`src/rtl/srgbxy_pkg.sv`:
```
package srgbxy_pkg;

  localparam int LIN_W  = 16;
  localparam int COEF_W = 20;
  localparam int PROD_W = LIN_W + COEF_W;
  localparam int SUM_W  = 38;
  localparam int OUT_W  = 16;

  localparam longint unsigned Q30        = 64'd1 << 30;
  localparam longint unsigned COEF_SCALE = 64'd1048576;
  localparam longint unsigned COEF_HALF  = 64'd500000;
  localparam longint unsigned COEF_DEN   = 64'd1000000;

  typedef logic [LIN_W-1:0]  lin_t;
  typedef logic [COEF_W-1:0] coef_t;
  typedef logic [PROD_W-1:0] prod_t;
  typedef logic [SUM_W-1:0]  sum_t;

  localparam coef_t MATRIX_Q20 [3][3] = '{
    '{coef_t'((64'd664511 * COEF_SCALE + COEF_HALF) / COEF_DEN),
      coef_t'((64'd154324 * COEF_SCALE + COEF_HALF) / COEF_DEN),
      coef_t'((64'd162028 * COEF_SCALE + COEF_HALF) / COEF_DEN)},
    '{coef_t'((64'd283881 * COEF_SCALE + COEF_HALF) / COEF_DEN),
      coef_t'((64'd668433 * COEF_SCALE + COEF_HALF) / COEF_DEN),
      coef_t'((64'd47685  * COEF_SCALE + COEF_HALF) / COEF_DEN)},
    '{coef_t'((64'd88     * COEF_SCALE + COEF_HALF) / COEF_DEN),
      coef_t'((64'd72310  * COEF_SCALE + COEF_HALF) / COEF_DEN),
      coef_t'((64'd986039 * COEF_SCALE + COEF_HALF) / COEF_DEN)}
  };

  function automatic longint unsigned fifth_power_q30(input longint unsigned r);
    longint unsigned p2;
    longint unsigned p4;
    p2 = (r * r) >> 30;
    p4 = (p2 * p2) >> 30;
    return (p4 * r) >> 30;
  endfunction

  // The power branch finds t^0.4 by bisection on the fifth power, then
  // forms t^2 * t^0.4 and rounds it from Q30 to Q16.
  function automatic lin_t lin_entry(input logic use_lin,
                                     input longint unsigned lin_val,
                                     input longint unsigned t_val);
    longint unsigned t;
    longint unsigned s;
    longint unsigned lo;
    longint unsigned hi;
    longint unsigned mid;
    longint unsigned o;
    int k;
    t  = (t_val > Q30) ? Q30 : t_val;
    s  = (t * t) >> 30;
    lo = 64'd0;
    hi = Q30;
    for (k = 0; k < 32; k++) begin
      if (lo < hi) begin
        mid = lo + ((hi - lo + 64'd1) >> 1);
        if (fifth_power_q30(mid) <= s) begin
          lo = mid;
        end else begin
          hi = mid - 64'd1;
        end
      end
    end
    if (use_lin) begin
      o = lin_val;
    end else begin
      o = (((s * lo) >> 30) + (64'd1 << 13)) >> 14;
    end
    if (o > 64'd65535) begin
      o = 64'd65535;
    end
    return lin_t'(o);
  endfunction

endpackage

```
`src/rtl/srgbxy_div.sv`:
```
module srgbxy_div import srgbxy_pkg::*; #(
  parameter int FRAC_BITS = 16
) (
  input  logic             clk,
  input  logic             en,
  input  sum_t             num,
  input  sum_t             sum,
  output logic [FRAC_BITS:0] quo
);

  localparam int QW = FRAC_BITS + 1;
  localparam int NW = SUM_W + QW;

  // The rounded quotient (num * 2^F + sum / 2) / sum is built one bit per
  // stage by restoring division. The dividend is below sum * 2^QW, so its
  // upper part starts below the divisor and only QW bits remain to shift in.
  logic [NW-1:0] dividend;
  sum_t          rem  [QW+1];
  logic [QW-1:0] low  [QW+1];
  logic [QW-1:0] qacc [QW+1];
  sum_t          dsum [QW+1];

  assign dividend = NW'({num, {FRAC_BITS{1'b0}}}) + NW'(sum >> 1);

  always_ff @(posedge clk) begin
    if (en) begin
      rem[0]  <= dividend[NW-1:QW];
      low[0]  <= dividend[QW-1:0];
      qacc[0] <= '0;
      dsum[0] <= sum;
    end
  end

  for (genvar k = 0; k < QW; k++) begin : g_step
    logic [SUM_W:0] trial;
    logic [SUM_W:0] diff;
    logic           ge;

    assign trial = {rem[k], low[k][QW-1]};
    assign ge    = trial >= {1'b0, dsum[k]};
    assign diff  = trial - {1'b0, dsum[k]};

    always_ff @(posedge clk) begin
      if (en) begin
        rem[k+1]  <= ge ? diff[SUM_W-1:0] : trial[SUM_W-1:0];
        low[k+1]  <= low[k] << 1;
        qacc[k+1] <= {qacc[k][QW-2:0], ge};
        dsum[k+1] <= dsum[k];
      end
    end
  end

  assign quo = qacc[QW];

endmodule

```
`config.mk`:
```
export PLATFORM = sky130hd
export DESIGN_NAME = srgbxy_div
export DESIGN_NICKNAME = d
export VERILOG_FILES = /design/src/rtl/srgbxy_pkg.sv /design/src/rtl/srgbxy_div.sv
export SDC_FILE = /design/constraint.sdc
export NUM_CORES = 2
export LEC_CHECK = 0
export BUFFER_PORTS_ARGS = -buffer_cell sky130_fd_sc_hd__buf_2
export CORE_MARGIN = 5
export CORE_UTILIZATION = 40
export DETAILED_ROUTE_END_ITERATION = 8
export GPL_TIMING_DRIVEN = 0
export PLACE_DENSITY_LB_ADDON = 0.15
export RECOVER_POWER = 25
export SETUP_SLACK_MARGIN = 0.3
export SLEW_MARGIN = 20
export SYNTH_ARGS = -nofsm -noshare
export SYNTH_HDL_FRONTEND = slang
export SYNTH_SLANG_ARGS = --single-unit
```
`constraint.sdc`:
```
create_clock -name clk -period 3.3 [get_ports clk]
set_clock_uncertainty 0.05 [all_clocks]
set_input_delay 0.495 -clock clk [delete_from_list [all_inputs] [get_ports clk]]
set_output_delay 0.495 -clock clk [all_outputs]
set_load 0.02 [all_outputs]
```
==> metrics.txt <==
area growth from synthesis to final layout=33.6%; Static Leak=46.9 nW; Starting Density=about two fifths; arrival time of the worst setup path=between 4 and 5 ns; cell row count=170; detailed-route via count=66,456; die extent in y=475 um; detailed placer's ending HPWL=between 150 and 200 mm; Syn. warnings=0; Net Count, Synth=between 8,000 and 9,000; GRT met1 Usage=between 20% and 30%; count of distinct cell types in the synthesized netlist=between 100 and 150; maximum VDD drop=~0.51 mV; worst setup slack after layout=-0.529 ns; gate count after technology mapping=8,073; tightest slew margin relative to the limit=-36.3%; CTS tree=yes; Top Ports=95; maximum fanout encountered on the critical timing path=4; Core ar.=approximately 210,000 sq um; endpoint of the worst register-to-register path=rem[5][36]; async set or reset register ratio after synthesis=0%; cts bufs inserted=171; worst-case hold path end point=rem[0][20]; RSZ-0062 raised after global routing=true; Die X=approximately 470 um; Most used DFF post-synth=sky130_fd_sc_hd__edfxtp_1; wire length of the first global-routing pass=slightly below 400 mm; Total GRT Usage=between 20% and 30%; share of post-route cells with drive strength above 1=between 20% and 30%; power density of the placed cells=roughly 1100 nW/um^2; full die area=approximately 230,000 sq um; Required @ worst endpoint=between 3 and 4 ns; final cell count without fillers=roughly 12,000; worst hold path class=in -> reg; clock buffer depth=3; Hold Path Origin=num[21]; Clock Sinks=between 1,000 and 1,500; root buf cell=sky130_fd_sc_hd__clkbuf_16; vias in the first global route=between 60,000 and 70,000; aggregate global routing overflow=0; number of DRC violations after detailed routing=0; commonest non-fill, non-tap cell in the layout=sky130_fd_sc_hd__edfxtp_1; clock input transition at the sequential cells of the worst setup and hold paths=around 0.060 ns; count of nets left with antenna violations after detail routing=0; instance count after placement with tap cells included=~11,000; peak-usage layer in the global routing report=met2; violated checks=capacitance limit, slew limit, setup timing; Total Nets Final=just under 10,000; largest net degree at the start of global routing=between 100 and 150; Worst Setup Path Type=reg -> reg; sequential element share of the synthesized area=50.2%; met3 GRT Util=under 10%; flip-flop and latch count after synthesis=approximately 1,400; final count of pins violating max slew=99; fraction of met2 tracks used by global routing=40.9%; outcome=complete, but fails checks; critical register-to-register path startpoint=dsum[4][13]; average cell area after synthesis=10.7 sq um; r2r worst-path depth=14; number of endpoints failing setup at the final stage=about 500; Final period util=116%; total of fill cells in the finished design=18,299; antenna violations before repair=3; Highest Clock Rate=roughly 0.26 GHz; number of maximum-capacitance constraint violations=2; via/cell ratio=between 5 and 6; Initial DRC Count=4,226; most used cells in the layout excluding fill and tap cells=sky130_fd_sc_hd__edfxtp_1, sky130_fd_sc_hd__inv_1, sky130_fd_sc_hd__a21oi_1; final hold viol count=0; count of flip-flops with a built-in enable after synthesis=between 1,000 and 1,500; GPL Wtd Cong=~0.93; H-tree lvl count=4; Total Wirelength=approximately 280 mm; capturing element type of the critical path=flop; transition at the pin with the smallest max-transition slack=2.04 ns; number of detailed-routing iterations run before antenna repair=6; number of buffers added on ports=94; routed wire length per instance=22.7 um; worst reg2reg setup slack=-0.53 ns; Mapped Area=just under 90,000 sq um; number of instances on the worst hold path=3; Critical Path Start Type=flop; final critical delay including setup and external delays=3.83 ns; Setup Total Neg Slack=-108.55 ns; clock latency on the worst-skew pair=approximately 0.81 ns
-- registers in the layout, summed over array words and instances (netlist names) --
signal  flops
dsum      646
rem       646
qacc      153
low         1
-- what timing repair did --
action,in CTS,in global routing
hold buffers,60,1
cloned,27,61
endpoints found under the setup margin,1097,897
resized for setup,912,1701
endpoints found under the hold margin,67,1
setup buffers,255,380
pin swaps,191,434
-- metrics by stage --
stage | hold WS [ns] | cell area [sq um] | setup slack, ns | power (mW) | util, %
after floorplan | 0.350 | 87300 | -0.0104 | 65.3 | -
after global placement | 0.350 | 91300 | -21.37 | 80.4 | 42.5
after detailed placement | 0.355 | 91700 | -1.98 | 79.7 | 42.7
after CTS | 0.0239 | 105000 | -0.574 | 107 | 48.7
after global routing | 0.0707 | 115000 | -0.587 | 131 | 53.7
final | 0.0954 | 115000 | -0.529 | 125 | 53.7
-- Yosys cell counts, types with 15 or more instances --
master | number | area, sq um
sky130_fd_sc_hd__o21ai_0 | 524 | 2620
sky130_fd_sc_hd__nor4_1 | 22 | 138
sky130_fd_sc_hd__nor2b_1 | 96 | 601
sky130_fd_sc_hd__and3_1 | 71 | 444
sky130_fd_sc_hd__fa_1 | 17 | 340
sky130_fd_sc_hd__nand4_1 | 126 | 788
sky130_fd_sc_hd__buf_2 | 45 | 225
sky130_fd_sc_hd__ha_1 | 667 | 8350
sky130_fd_sc_hd__a31oi_1 | 72 | 450
sky130_fd_sc_hd__a21oi_1 | 759 | 3800
sky130_fd_sc_hd__a211o_1 | 21 | 184
sky130_fd_sc_hd__clkbuf_1 | 150 | 563
sky130_fd_sc_hd__nand2b_1 | 83 | 519
sky130_fd_sc_hd__and4_1 | 21 | 184
sky130_fd_sc_hd__o21ai_1 | 19 | 95.1
sky130_fd_sc_hd__or2_2 | 15 | 93.8
sky130_fd_sc_hd__o31ai_1 | 39 | 293
sky130_fd_sc_hd__nand2_1 | 627 | 2350
sky130_fd_sc_hd__o21a_1 | 66 | 495
sky130_fd_sc_hd__a41oi_1 | 15 | 131
sky130_fd_sc_hd__nor3_1 | 87 | 435
sky130_fd_sc_hd__xnor2_1 | 342 | 3000
sky130_fd_sc_hd__a21o_1 | 345 | 2590
sky130_fd_sc_hd__inv_1 | 791 | 2970
sky130_fd_sc_hd__o21bai_1 | 88 | 661
sky130_fd_sc_hd__mux2_1 | 15 | 169
sky130_fd_sc_hd__mux2_2 | 142 | 1600
sky130_fd_sc_hd__a211oi_1 | 64 | 480
sky130_fd_sc_hd__edfxtp_1 | 1446 | 43400
sky130_fd_sc_hd__or3_1 | 27 | 169
sky130_fd_sc_hd__a21boi_0 | 23 | 173
sky130_fd_sc_hd__o221ai_1 | 15 | 131
sky130_fd_sc_hd__o211ai_1 | 36 | 270
sky130_fd_sc_hd__nand3_1 | 133 | 666
sky130_fd_sc_hd__nor2_1 | 490 | 1840
sky130_fd_sc_hd__xor2_1 | 221 | 1940
sky130_fd_sc_hd__and2_1 | 32 | 200
-- worst max-delay path: stages (launching register included) --
cell,delay (ns)
sky130_fd_sc_hd__edfxtp_1,0.43
sky130_fd_sc_hd__inv_2,0.14
sky130_fd_sc_hd__ha_4,0.15
sky130_fd_sc_hd__inv_2,0.04
sky130_fd_sc_hd__fa_2,0.36
sky130_fd_sc_hd__a21o_1,0.21
sky130_fd_sc_hd__a221oi_4,0.37
sky130_fd_sc_hd__a211oi_4,0.13
sky130_fd_sc_hd__o41a_1,0.47
sky130_fd_sc_hd__nor3_2,0.20
sky130_fd_sc_hd__o31ai_2,0.15
sky130_fd_sc_hd__a221o_1,0.35
sky130_fd_sc_hd__a21oi_2,0.17
sky130_fd_sc_hd__xnor2_1,0.08
sky130_fd_sc_hd__mux2_2,0.26
-- worst max-delay path by stage --
stage,from,endpoint,slack (ns),depth (start not counted)
finish,dsum[4][13],rem[5][36],-0.53,14
global placement,en,dsum[10][6],-21.37,1
CTS,dsum[4][13],rem[5][24],-0.57,15
floorplan,rem[10][0],rem[11][30],-0.01,13
global route,dsum[4][13],rem[5][22],-0.59,15
detailed placement,en,dsum[10][5],-1.98,9
-- area by class of cell --
class | instances | area (sq um) | area share, %
Sequential cell | 1446 | 43400 | 37.6
Timing Repair Buffer | 890 | 9490 | 8.22
Antenna cell | 2 | 5.00 | 0.00434
Buffer | 229 | 2620 | 2.27
Clock inverter | 116 | 1070 | 0.926
Tap cell | 2838 | 3550 | 3.08
Inverter | 792 | 3010 | 2.61
Multi-Input combinational cell | 5606 | 47800 | 41.4
Clock buffer | 203 | 4440 | 3.85
-- power breakdown --
group          internal, mW  switching [mW]
combinational          35.6            38.4
sequential             27.8            4.12
clock                  10.8            7.87
-- cell families (layout without fill, tap and decap cells) --
group	after synthesis	count (layout)	synth area share [%]
AO/OA/AOI/OAI	2295	2295	16.7
adder cells (fa/ha/maj)	684	684	10.1
AND/OR/NAND/NOR	1879	1879	10.2
buffers and inverters	1021	2230	4.64
multiplexers	185	185	2.45
XOR/XNOR	563	563	5.71
flip-flops	1446	1446	50.2
other	0	2	0
-- routing by layer --
layer	vias up	part of all wire (%)
met5	-	0
met4	0	7.1
met3	640	3.6
met2	1634	51
met1	32414	39
li1	31768	-
Power figures use the tool's default switching activity.
